$ cat src/sv/mpt_pkg.sv
package mpt_pkg;

  localparam int unsigned RAW_W   = 25;
  localparam int unsigned FRAC_W  = 16;
  localparam int unsigned TURN_W  = 16;
  localparam int unsigned POS_W   = 32;
  localparam int unsigned FMT_W   = 2;
  localparam int unsigned CFG_IDX_W = 1;

  localparam logic [CFG_IDX_W-1:0] CFG_DATA_FORMAT     = 1'd0;
  localparam logic [CFG_IDX_W-1:0] CFG_POSITION_OFFSET = 1'd1;

  localparam logic [FMT_W-1:0] FMT_25B_SH7     = 2'd0;
  localparam logic [FMT_W-1:0] FMT_23B_INV_SH9 = 2'd1;
  localparam logic [FMT_W-1:0] FMT_13B_SH19    = 2'd2;

  localparam logic [1:0] QUAD_FIRST = 2'b00;
  localparam logic [1:0] QUAD_LAST  = 2'b11;

  localparam logic [TURN_W-1:0] TURN_MIN = 16'h8000;
  localparam logic [TURN_W-1:0] TURN_MAX = 16'h7fff;

  typedef struct packed {
    logic [FMT_W-1:0] data_format;
    logic [POS_W-1:0] position_offset;
  } mpt_cfg_t;

  typedef struct packed {
    logic             new_data;
    logic             mode_error;
    logic [RAW_W-1:0] turn_raw;
  } mpt_item_t;

  typedef struct packed {
    logic [POS_W-1:0] position;
    logic             origin_detected;
    logic [POS_W-1:0] index_position;
    logic             wrap_seen;
    logic             capture_seen;
  } mpt_result_t;

  typedef struct packed {
    logic              ok;
    logic [FRAC_W-1:0] frac_hi;
  } mpt_scaled_t;

  // top 16 bits of the scaled turn fraction
  function automatic mpt_scaled_t scale_reading(logic [FMT_W-1:0] fmt,
                                                logic [RAW_W-1:0] raw);
    mpt_scaled_t s;
    s.ok      = 1'b1;
    s.frac_hi = '0;
    case (fmt)
      FMT_25B_SH7:     s.frac_hi = raw[24:9];
      FMT_23B_INV_SH9: s.frac_hi = ~raw[22:7];
      FMT_13B_SH19:    s.frac_hi = {raw[12:0], 3'b000};
      default:         s.ok      = 1'b0;
    endcase
    return s;
  endfunction

endpackage

$ cat src/sv/mpt_in_if.sv
interface mpt_in_if;
  logic                            valid;
  logic                            ready;
  logic                            new_data;
  logic                            mode_error;
  logic [mpt_pkg::RAW_W-1:0]       turn_raw;

  modport source (output valid, new_data, mode_error, turn_raw, input ready);
  modport sink   (input valid, new_data, mode_error, turn_raw, output ready);
endinterface

$ cat src/sv/mpt_out_if.sv
interface mpt_out_if;
  logic                              valid;
  logic                              ready;
  logic signed [mpt_pkg::POS_W-1:0]  position;
  logic                              origin_detected;
  logic signed [mpt_pkg::POS_W-1:0]  index_position;
  logic                              wrap_seen;
  logic                              capture_seen;

  modport source (output valid, position, origin_detected, index_position, wrap_seen,
                  capture_seen, input ready);
  modport sink   (input valid, position, origin_detected, index_position, wrap_seen,
                  capture_seen, output ready);
endinterface

$ cat src/sv/mpt_cfg_if.sv
interface mpt_cfg_if;
  logic                              valid;
  logic                              ready;
  logic [mpt_pkg::CFG_IDX_W-1:0]     index;
  logic [mpt_pkg::POS_W-1:0]         data;

  modport source (output valid, index, data, input ready);
  modport sink   (input valid, index, data, output ready);
endinterface

$ cat src/sv/mpt_cfg_regs.sv
module mpt_cfg_regs (
  input  logic              clk,
  input  logic              rst_n,
  mpt_cfg_if.sink           cfg_bus,
  output mpt_pkg::mpt_cfg_t cfg
);

  logic [mpt_pkg::FMT_W-1:0] data_format_r;
  logic [mpt_pkg::POS_W-1:0] position_offset_r;
  logic                      wr;

  assign cfg_bus.ready = 1'b1;
  assign wr = cfg_bus.valid && cfg_bus.ready;

  always_ff @(posedge clk) begin
    if (!rst_n) begin
      data_format_r     <= mpt_pkg::FMT_23B_INV_SH9;
      position_offset_r <= '0;
    end else if (wr) begin
      case (cfg_bus.index)
        mpt_pkg::CFG_DATA_FORMAT:     data_format_r     <= cfg_bus.data[mpt_pkg::FMT_W-1:0];
        mpt_pkg::CFG_POSITION_OFFSET: position_offset_r <= cfg_bus.data;
        default: ;
      endcase
    end
  end

  assign cfg.data_format     = data_format_r;
  assign cfg.position_offset = position_offset_r;

endmodule

$ cat src/sv/mpt_tracker.sv
module mpt_tracker (
  input  logic                 clk,
  input  logic                 rst_n,
  input  logic                 advance,
  input  mpt_pkg::mpt_item_t   item,
  input  mpt_pkg::mpt_cfg_t    cfg,
  output mpt_pkg::mpt_result_t result
);

  logic [mpt_pkg::FRAC_W-1:0] frac_r, frac_nxt;
  logic [mpt_pkg::TURN_W-1:0] turn_r, turn_nxt;
  logic [mpt_pkg::POS_W-1:0]  index_r, index_nxt;
  logic                       wrap_r, wrap_nxt;
  logic                       capt_r, capt_nxt;

  mpt_pkg::mpt_scaled_t       scaled;
  logic                       ok, down, up, origin;
  logic [mpt_pkg::TURN_W-1:0] boundary;

  always_comb begin
    scaled   = mpt_pkg::scale_reading(cfg.data_format, item.turn_raw);
    ok       = item.new_data && !item.mode_error && scaled.ok;
    down     = ok && (frac_r[15:14] == mpt_pkg::QUAD_FIRST) && scaled.frac_hi[15];
    up       = ok && (frac_r[15:14] == mpt_pkg::QUAD_LAST) && !scaled.frac_hi[15];
    origin   = down || up;
    frac_nxt = ok ? scaled.frac_hi : frac_r;
    turn_nxt = turn_r;
    if (down) begin
      turn_nxt = turn_r - 16'd1;
    end else if (up) begin
      turn_nxt = turn_r + 16'd1;
    end
    boundary  = down ? turn_r : turn_nxt;
    wrap_nxt  = wrap_r || (down && turn_r == mpt_pkg::TURN_MIN)
                       || (up && turn_r == mpt_pkg::TURN_MAX);
    capt_nxt  = capt_r || origin;
    index_nxt = origin ? ({boundary, 16'h0000} + cfg.position_offset) : index_r;
  end

  always_ff @(posedge clk) begin
    if (!rst_n) begin
      frac_r  <= '0;
      turn_r  <= '0;
      index_r <= '0;
      wrap_r  <= 1'b0;
      capt_r  <= 1'b0;
    end else if (advance) begin
      frac_r  <= frac_nxt;
      turn_r  <= turn_nxt;
      index_r <= index_nxt;
      wrap_r  <= wrap_nxt;
      capt_r  <= capt_nxt;
    end
  end

  assign result.position        = {turn_nxt, frac_nxt};
  assign result.origin_detected = origin;
  assign result.index_position  = index_nxt;
  assign result.wrap_seen       = wrap_nxt;
  assign result.capture_seen    = capt_nxt;

endmodule

$ cat src/sv/multiturn_position_tracker_core.sv
// Multiturn position tracker. Each input beat is one encoder poll; each poll yields
// exactly one result beat with the packed position (turn count in bits 31..16,
// top 16 fraction bits in 15..0), the boundary-crossing strobe, the last captured
// index position and the sticky wrap and capture flags. The block has an input
// register and a result register with the tracking logic between them, so it takes
// one beat per cycle while the output is ready. An accepted poll waits in the input
// register and its result beat is then written into the result register. With the
// result held, one more poll waits in the input register before the input stalls.
// Configuration (data format, index offset) is written through the cfg channel,
// which is always ready, and should only change while no polls are in flight.
module multiturn_position_tracker_core (
  input  logic      clk,
  input  logic      rst_n,
  mpt_in_if.sink    in_bus,
  mpt_out_if.source out_bus,
  mpt_cfg_if.sink   cfg_bus
);

  mpt_pkg::mpt_cfg_t    cfg;
  mpt_pkg::mpt_item_t   item_r;
  mpt_pkg::mpt_result_t result;
  mpt_pkg::mpt_result_t res_r;
  logic                 in_valid_r;
  logic                 out_valid_r;
  logic                 in_acc;
  logic                 advance;

  mpt_cfg_regs u_cfg (
    .clk     (clk),
    .rst_n   (rst_n),
    .cfg_bus (cfg_bus),
    .cfg     (cfg)
  );

  mpt_tracker u_trk (
    .clk     (clk),
    .rst_n   (rst_n),
    .advance (advance),
    .item    (item_r),
    .cfg     (cfg),
    .result  (result)
  );

  assign advance      = in_valid_r && (!out_valid_r || out_bus.ready);
  assign in_bus.ready = !in_valid_r || advance;
  assign in_acc       = in_bus.valid && in_bus.ready;

  always_ff @(posedge clk) begin
    if (!rst_n) begin
      in_valid_r  <= 1'b0;
      out_valid_r <= 1'b0;
    end else begin
      if (in_acc) begin
        in_valid_r <= 1'b1;
      end else if (advance) begin
        in_valid_r <= 1'b0;
      end
      if (advance) begin
        out_valid_r <= 1'b1;
      end else if (out_bus.ready) begin
        out_valid_r <= 1'b0;
      end
    end
  end

  always_ff @(posedge clk) begin
    if (in_acc) begin
      item_r.new_data   <= in_bus.new_data;
      item_r.mode_error <= in_bus.mode_error;
      item_r.turn_raw   <= in_bus.turn_raw;
    end
    if (advance) begin
      res_r <= result;
    end
  end

  assign out_bus.valid           = out_valid_r;
  assign out_bus.position        = res_r.position;
  assign out_bus.origin_detected = res_r.origin_detected;
  assign out_bus.index_position  = res_r.index_position;
  assign out_bus.wrap_seen       = res_r.wrap_seen;
  assign out_bus.capture_seen    = res_r.capture_seen;

endmodule
$ cat src/flat_wrapper.sv
// flat-port wrapper written by rule: the top's interface ports become plain ports
module multiturn_position_tracker_core_flat 
  (clk, rst_n, in_bus_valid, in_bus_new_data, in_bus_mode_error, in_bus_turn_raw, in_bus_ready, out_bus_valid, out_bus_position, out_bus_origin_detected, out_bus_index_position, out_bus_wrap_seen, out_bus_capture_seen, out_bus_ready, cfg_bus_valid, cfg_bus_index, cfg_bus_data, cfg_bus_ready);
  mpt_in_if in_bus_i ();
  mpt_out_if out_bus_i ();
  mpt_cfg_if cfg_bus_i ();
  input  logic clk;
  input  logic rst_n;
  input wire logic [$bits(in_bus_i.valid)-1:0] in_bus_valid;
  input wire logic [$bits(in_bus_i.new_data)-1:0] in_bus_new_data;
  input wire logic [$bits(in_bus_i.mode_error)-1:0] in_bus_mode_error;
  input wire logic [$bits(in_bus_i.turn_raw)-1:0] in_bus_turn_raw;
  output wire logic [$bits(in_bus_i.ready)-1:0] in_bus_ready;
  output wire logic [$bits(out_bus_i.valid)-1:0] out_bus_valid;
  output wire logic [$bits(out_bus_i.position)-1:0] out_bus_position;
  output wire logic [$bits(out_bus_i.origin_detected)-1:0] out_bus_origin_detected;
  output wire logic [$bits(out_bus_i.index_position)-1:0] out_bus_index_position;
  output wire logic [$bits(out_bus_i.wrap_seen)-1:0] out_bus_wrap_seen;
  output wire logic [$bits(out_bus_i.capture_seen)-1:0] out_bus_capture_seen;
  input wire logic [$bits(out_bus_i.ready)-1:0] out_bus_ready;
  input wire logic [$bits(cfg_bus_i.valid)-1:0] cfg_bus_valid;
  input wire logic [$bits(cfg_bus_i.index)-1:0] cfg_bus_index;
  input wire logic [$bits(cfg_bus_i.data)-1:0] cfg_bus_data;
  output wire logic [$bits(cfg_bus_i.ready)-1:0] cfg_bus_ready;
  assign in_bus_i.valid = in_bus_valid;
  assign in_bus_i.new_data = in_bus_new_data;
  assign in_bus_i.mode_error = in_bus_mode_error;
  assign in_bus_i.turn_raw = in_bus_turn_raw;
  assign in_bus_ready = in_bus_i.ready;
  assign out_bus_valid = out_bus_i.valid;
  assign out_bus_position = out_bus_i.position;
  assign out_bus_origin_detected = out_bus_i.origin_detected;
  assign out_bus_index_position = out_bus_i.index_position;
  assign out_bus_wrap_seen = out_bus_i.wrap_seen;
  assign out_bus_capture_seen = out_bus_i.capture_seen;
  assign out_bus_i.ready = out_bus_ready;
  assign cfg_bus_i.valid = cfg_bus_valid;
  assign cfg_bus_i.index = cfg_bus_index;
  assign cfg_bus_i.data = cfg_bus_data;
  assign cfg_bus_ready = cfg_bus_i.ready;
  multiturn_position_tracker_core u_core (.clk(clk), .rst_n(rst_n), .in_bus(in_bus_i), .out_bus(out_bus_i), .cfg_bus(cfg_bus_i));
endmodule
$ cat config.mk
export PLATFORM = sky130hd
export DESIGN_NAME = multiturn_position_tracker_core_flat
export DESIGN_NICKNAME = d
export VERILOG_FILES = /design/src/sv/mpt_pkg.sv /design/src/sv/mpt_in_if.sv /design/src/sv/mpt_out_if.sv /design/src/sv/mpt_cfg_if.sv /design/src/sv/mpt_cfg_regs.sv /design/src/sv/mpt_tracker.sv /design/src/sv/multiturn_position_tracker_core.sv /design/src/flat_wrapper.sv
export SDC_FILE = /design/constraint.sdc
export NUM_CORES = 1
export LEC_CHECK = 0
export ABC_CLOCK_PERIOD_IN_PS = 9500
export BUFFER_PORTS_ARGS = -buffer_cell sky130_fd_sc_hd__buf_2
export CAP_MARGIN = 20
export CORE_ASPECT_RATIO = 1.5
export CORE_MARGIN = 1.5
export CORE_UTILIZATION = 50
export CTS_BUF_LIST = sky130_fd_sc_hd__clkbuf_16
export DETAILED_ROUTE_END_ITERATION = 10
export PLACE_DENSITY = 0.71
export RECOVER_POWER = 25
export SETUP_SLACK_MARGIN = 0.05
export SYNTH_ARGS = -nofsm -noshare
export SYNTH_HDL_FRONTEND = slang
export SYNTH_HIERARCHICAL = 1
export SYNTH_SLANG_ARGS = --single-unit
$ cat constraint.sdc
create_clock -name clk -period 9.5 [get_ports clk]
set_clock_uncertainty 0.15 [all_clocks]
set_input_delay 0.475 -clock clk [delete_from_list [all_inputs] [get_ports clk]]
set_output_delay 0.475 -clock clk [all_outputs]
set_load 0.02 [all_outputs]
# Word level (Yosys, flattened, before mapping)
# Cells that the tools add are included.
dict set report word_totals {
  regBits 196
  in_bits 65
  output_inout_bits 70
  word_cells 65
}
dict set report op_classes {
  n_addsub 3
  eq_ne 5
  n_mux 11
  bitwise 2
  reduce_logical 27
}
# operator n
set ops {}
lappend ops {{$mux 16} 4}
lappend ops {{$pmux 16 s3} 1}
lappend ops {{$add 32x32->32} 1}
lappend ops {{$mux 32} 1}
lappend ops {{$add 16x1->16 const B} 1}
lappend ops {{$eq 16x15->1 const B} 1}
lappend ops {{$eq 16x16->1 const B} 1}
lappend ops {{$not 16->16} 1}
lappend ops {{$sub 16x1->16 const B} 1}
lappend ops {{$logic_and 1x1->1} 10}
lappend ops {{$logic_or 1x1->1} 6}
lappend ops {{$mux 1} 5}
lappend ops {{$eq 2x2->1 const B} 2}
lappend ops {{$logic_not 1->1} 4}
lappend ops {{$logic_not 2->1} 2}
lappend ops {{$reduce_and 2->1} 2}
lappend ops {{$reduce_bool 2->1} 2}
lappend ops {{$reduce_or 3->1} 1}
lappend ops {{$eq 2x1->1 const B} 1}
lappend ops {{$not 1->1} 1}

# Logic depth before layout (Yosys ltp)
dict set report logic_depth {
  ltp_word 11
  ltp_mapped 14
  depth_no_buf 12
}

# Hierarchy
# The synthesis kept the hierarchy.
# module n_inst cells_each area_per_inst_um2 seq_area_each_um2
set by_module_without_submodules {}
lappend by_module_without_submodules {mpt_tracker 1 671 4865.9 1321.3}
lappend by_module_without_submodules {multiturn_position_tracker_core 1 103 2926.6 2862.7}
lappend by_module_without_submodules {mpt_cfg_regs 1 157 1466.4 680.7}

# Least setup slack after synthesis
# Ideal clock, no wire load.
dict set report synth_path {
  kind {register to register}
  start {register u_core.out_valid_r (netlist: u_core/out_bus.valid)}
  end {register u_core/u_trk/turn_r[13] (netlist name)}
  setup_time_ps 72
  t_arrival_ps 4800
  required_ps 9278
  path_slack_ps 4478
  stages_incl_launch_ff 8
  n_path_buf 1
  period_less_slack_ps 5022
  path_cell_list {dfxtp_1 nor2b_4 nor2b_1 clkbuf_1 inv_1 or4_1 o22ai_1 mux2i_1}
}
dict set report synth_via {
  elab_chain_cells 3
}
# item line
set synth_lines {}
lappend synth_lines {{from (decl)} multiturn_position_tracker_core.sv:24} ;# logic out_valid_r;
lappend synth_lines {{from (signal assigned)} multiturn_position_tracker_core.sv:51} ;# out_valid_r <= 1'b0;
lappend synth_lines {{from (signal assigned)} multiturn_position_tracker_core.sv:59} ;# out_valid_r <= 1'b1;
lappend synth_lines {{from (signal assigned)} multiturn_position_tracker_core.sv:61} ;# out_valid_r <= 1'b0;
lappend synth_lines {{$logic_not 1->1} multiturn_position_tracker_core.sv:44} ;# assign advance = in_valid_r && (!out_valid_r || out_bus.ready);
lappend synth_lines {{$logic_or 1x1->1} multiturn_position_tracker_core.sv:44}
lappend synth_lines {{$logic_and 1x1->1} multiturn_position_tracker_core.sv:44}
lappend synth_lines {{via u_core.advance} multiturn_position_tracker_core.sv:26} ;# logic advance;
lappend synth_lines {{to (signal assigned)} mpt_tracker.sv:49} ;# turn_r <= turn_nxt;
lappend synth_lines {{to (decl)} mpt_tracker.sv:11} ;# logic [mpt_pkg::TURN_W-1:0] turn_r, turn_nxt;
# The timed path passes the listed nets, and every way through them passes these cells.
# A chain may end at the register's enable or synchronous reset.

==> metrics.txt <==
Worst Hold Depth 1; initial antenna violation count 0; setup TNS 0 ps; R2R depth 11; final hold viol count 0; vias in the first global route 6611; GP Congestion 0.928; synthesis-stage register bit count 196; Setup-failing EPs final 0; hold slack 60.0 ps; Via density 5.57; Internal 1320 uW; Post-synth ARST share 0; die height 170 um; gr ovfl total 0; fmax 177 MHz; Net Count, Synth 1017; commonest register cell after synthesis dfxtp_1; Routed WL 21200 um; final core occ 0.578; Area Growth Syn to Fin 12.5%; clk slew on worst S/H paths 80 ps; Worst Path Max Fanout 19; # resized after CTS 0; sw frac 0.259; Starting Density 0.514; share of layout cells above drive strength 1 0.175; Synth Warn # 6; row count 60; Place WS 4000 ps; largest family of logic cells by synthesized area simple AND/OR/NAND/NOR gates; Period minus WS final 5640 ps; Tcrit/Tclk final 0.594; clock tree buffer depth 2; DP HPWL 14200 um; Psw 461 uW; Clock Root Buffer clkbuf_16; FILL cells 1611; I/O Pins 135; post-synthesis compound-gate area fraction 0.134; Slowest-stage cell, CP dfxtp_1; Synth Cell Area 9260 um^2; status finished with violations; PnR worst setup slack 3860 ps; Antenna Nets Post-Route 0; Seq/Total Area, Yosys 0.525; failing checks capacitance limit, slew limit; die area 19400 um^2; Adder-Cell Fraction of Synth Area 0.0292; Comb pwr share 0.097; multiplexer area fraction after synthesis 0.0381; Wirelength per Cell 17.0 um; Worst Setup Start Kind flip-flop; critical-path cell list nand2b_1 > o22ai_1 > nor3_1 > mux2_2 > fa_1 > a21o_1 > a221oi_1 > o21ai_0 > a31oi_1 > xor2_1 > o21ai_0; largest net degree at the start of global routing 97; pwr dens 171 nW/um^2; Gate Count Post-Synth 931; hold bufs inserted after CTS 0; Synth Area in Simple Gates 0.184; crit path capture type flip-flop; clk_lat worst skew 440 ps; worst-margin pin slew 4070 ps; drt pass-1 iters 5; sequential power share 0.531; depth of the CTS H-tree 4; number of synthesized flops with an enable pin 94; initial drt markers 514; Final Instance Area 10400 um^2; maximum VDD drop 0.000105 V; Post-CTS Setup Bufs 0; P_leak 0.00396 uW; max_cap viols 1; synth unique cells 62; nets@finish 1104; Post-Syn Area per Cell 9.95 um^2; drt drc 0; Die W 114 um; Hold Path Class in -> reg; unrepaired setup endpoints after global routing false; TritonCTS buffer count 17; CTS tree built; critical path data required time 9520 ps; CP max stage delay 870 ps; slew margin rel. -1.72; Worst path most repeated cell o21ai_0; worst setup path class reg -> reg; IO Port Bufs 133; clock sink total 196; core area 18000 um^2; global-route wire length before repair 33800 um; Slew Limit Fails 97; critical path arrival 5660 ps; Clock Power Share 0.372; via count 6952; fraction of synthesized cell area in xor and xnor cells 0.0445; placed cell area 9900 um^2; overall global routing resource usage 0.225
## power by group through the flow
| stage | registers [uW] | logic, uW | clock network [uW] |
|---|---|---|---|
| after global routing | 949 | 189 | 710 |
| after floorplan | 973 | 108 | 0 |
| final | 945 | 173 | 663 |
| after global placement | 963 | 171 | 0 |
| after CTS | 945 | 173 | 676 |
| after detailed placement | 963 | 172 | 0 |
## critical path: cells and delay by family (launching register included)
family	cells	cell delay (ps)
XOR/XNOR	1	170
adder cells (fa/ha/maj)	1	450
AO/OA/AOI/OAI	6	1990
AND/OR/NAND/NOR	2	1290
flip-flops	1	870
multiplexers	1	450
## path summary, 6_finish.rpt
| check | from | end | slack, ps |
|---|---|---|---|
| max | u_core/u_cfg/data_format_r[1] | u_core/out_bus.index_position[30] | 3860 |
| min | in_bus_turn_raw[17] | u_core/item_r[17] | 60 |
| max reg2reg | u_core/u_cfg/data_format_r[1] | u_core/out_bus.index_position[30] | 3860 |
| min reg2reg | u_core/u_trk/index_r[20] | u_core/u_trk/index_r[20] | 300 |
## logic make-up after synthesis
logic type / Yosys count
simple gates: 364
flops: 196
compound gates: 181
buf+inv: 86
xor+xnor: 47
mux: 35
fa+ha+maj: 21
other cells: 1
## routing by layer
| metal | track usage | wire, um |
|---|---|---|
| met4 | 0.114 | 739 |
| met2 | 0.374 | 10400 |
| met5 | 0 | 0 |
| met3 | 0.0318 | 857 |
| met1 | 0.286 | 9250 |
## synth_stat cells, types with 12 or more instances
library cell	count	area, um^2
o21ai_2	30	263
xor2_1	12	105
edfxtp_1	94	2820
nor2_1	43	161
o221ai_1	12	105
buf_2	17	85.1
nor3_1	13	65.1
a21oi_1	50	250
dfxtp_1	102	2040
mux2i_1	33	330
clkbuf_1	41	154
xnor2_1	35	307
o21ai_0	24	120
nand3_1	18	90.1
nand4_1	42	263
ha_1	20	250
nand2_1	194	728
o21a_1	16	120
## final cells by class
| type | instances | area (um^2) | area share |
|---|---|---|---|
| clock inverters | 15 | 110 | 0.0106 |
| clock buffers | 17 | 425 | 0.0409 |
| multi-input cells | 649 | 3990 | 0.383 |
| repair buffers | 144 | 717 | 0.0688 |
| diodes | 1 | 2.50 | 0.000240 |
| inverters | 10 | 37.5 | 0.00360 |
| well taps | 217 | 272 | 0.0261 |
| flip-flops and latches | 196 | 4860 | 0.467 |
## flip-flops by register name (all words and copies together) (netlist names)
signal	flops
u_core/u_cfg/data_format_r	2
u_core/u_trk/capt_r	1
u_core/out_bus.index_position	32
u_core/u_cfg/position_offset_r	32
u_core/u_trk/frac_r	16
u_core/out_bus.wrap_seen	1
u_core/out_bus.origin_detected	1
u_core/u_trk/wrap_r	1
u_core/in_valid_r	1
u_core/u_trk/turn_r	16
u_core/out_bus.capture_seen	1
u_core/out_bus.position	32
u_core/out_bus.valid	1
u_core/u_trk/index_r	32
u_core/item_r	27
## cells in the final DEF, fill, tap and decap left out, types with 3 or more instances in the layout
| master | instances |
|---|---|
| a211oi_1 | 3 |
| a21boi_0 | 3 |
| a21o_1 | 4 |
| a21oi_1 | 49 |
| a22oi_1 | 3 |
| a31oi_1 | 5 |
| and2_1 | 6 |
| and3_1 | 7 |
| buf_2 | 101 |
| buf_4 | 7 |
| clkbuf_1 | 35 |
| clkbuf_16 | 17 |
| clkinvlp_4 | 3 |
| dfxtp_1 | 102 |
| edfxtp_1 | 94 |
| ha_1 | 20 |
| inv_1 | 11 |
| inv_8 | 3 |
| mux2i_1 | 33 |
| nand2_1 | 194 |
| nand2b_1 | 7 |
| nand3_1 | 18 |
| nand4_1 | 42 |
| nor2_1 | 42 |
| nor3_1 | 13 |
| nor4_1 | 8 |
| o211ai_1 | 10 |
| o21a_1 | 16 |
| o21ai_0 | 24 |
| o21ai_2 | 30 |
| o221ai_1 | 12 |
| o31ai_1 | 3 |
| or3_1 | 10 |
| or4_1 | 3 |
| xnor2_1 | 35 |
| xor2_1 | 12 |
## per-stage QoR
stage | power (uW) | cells
6_report | 1780 | 1249
2_1_floorplan | 1080 | 931
5_1_grt | 1850 | 1248
3_5_place_dp | 1130 | 1215
3_3_place_gp | 1130 | 1214
4_1_cts | 1790 | 1247
Power figures use the tool's default switching activity.
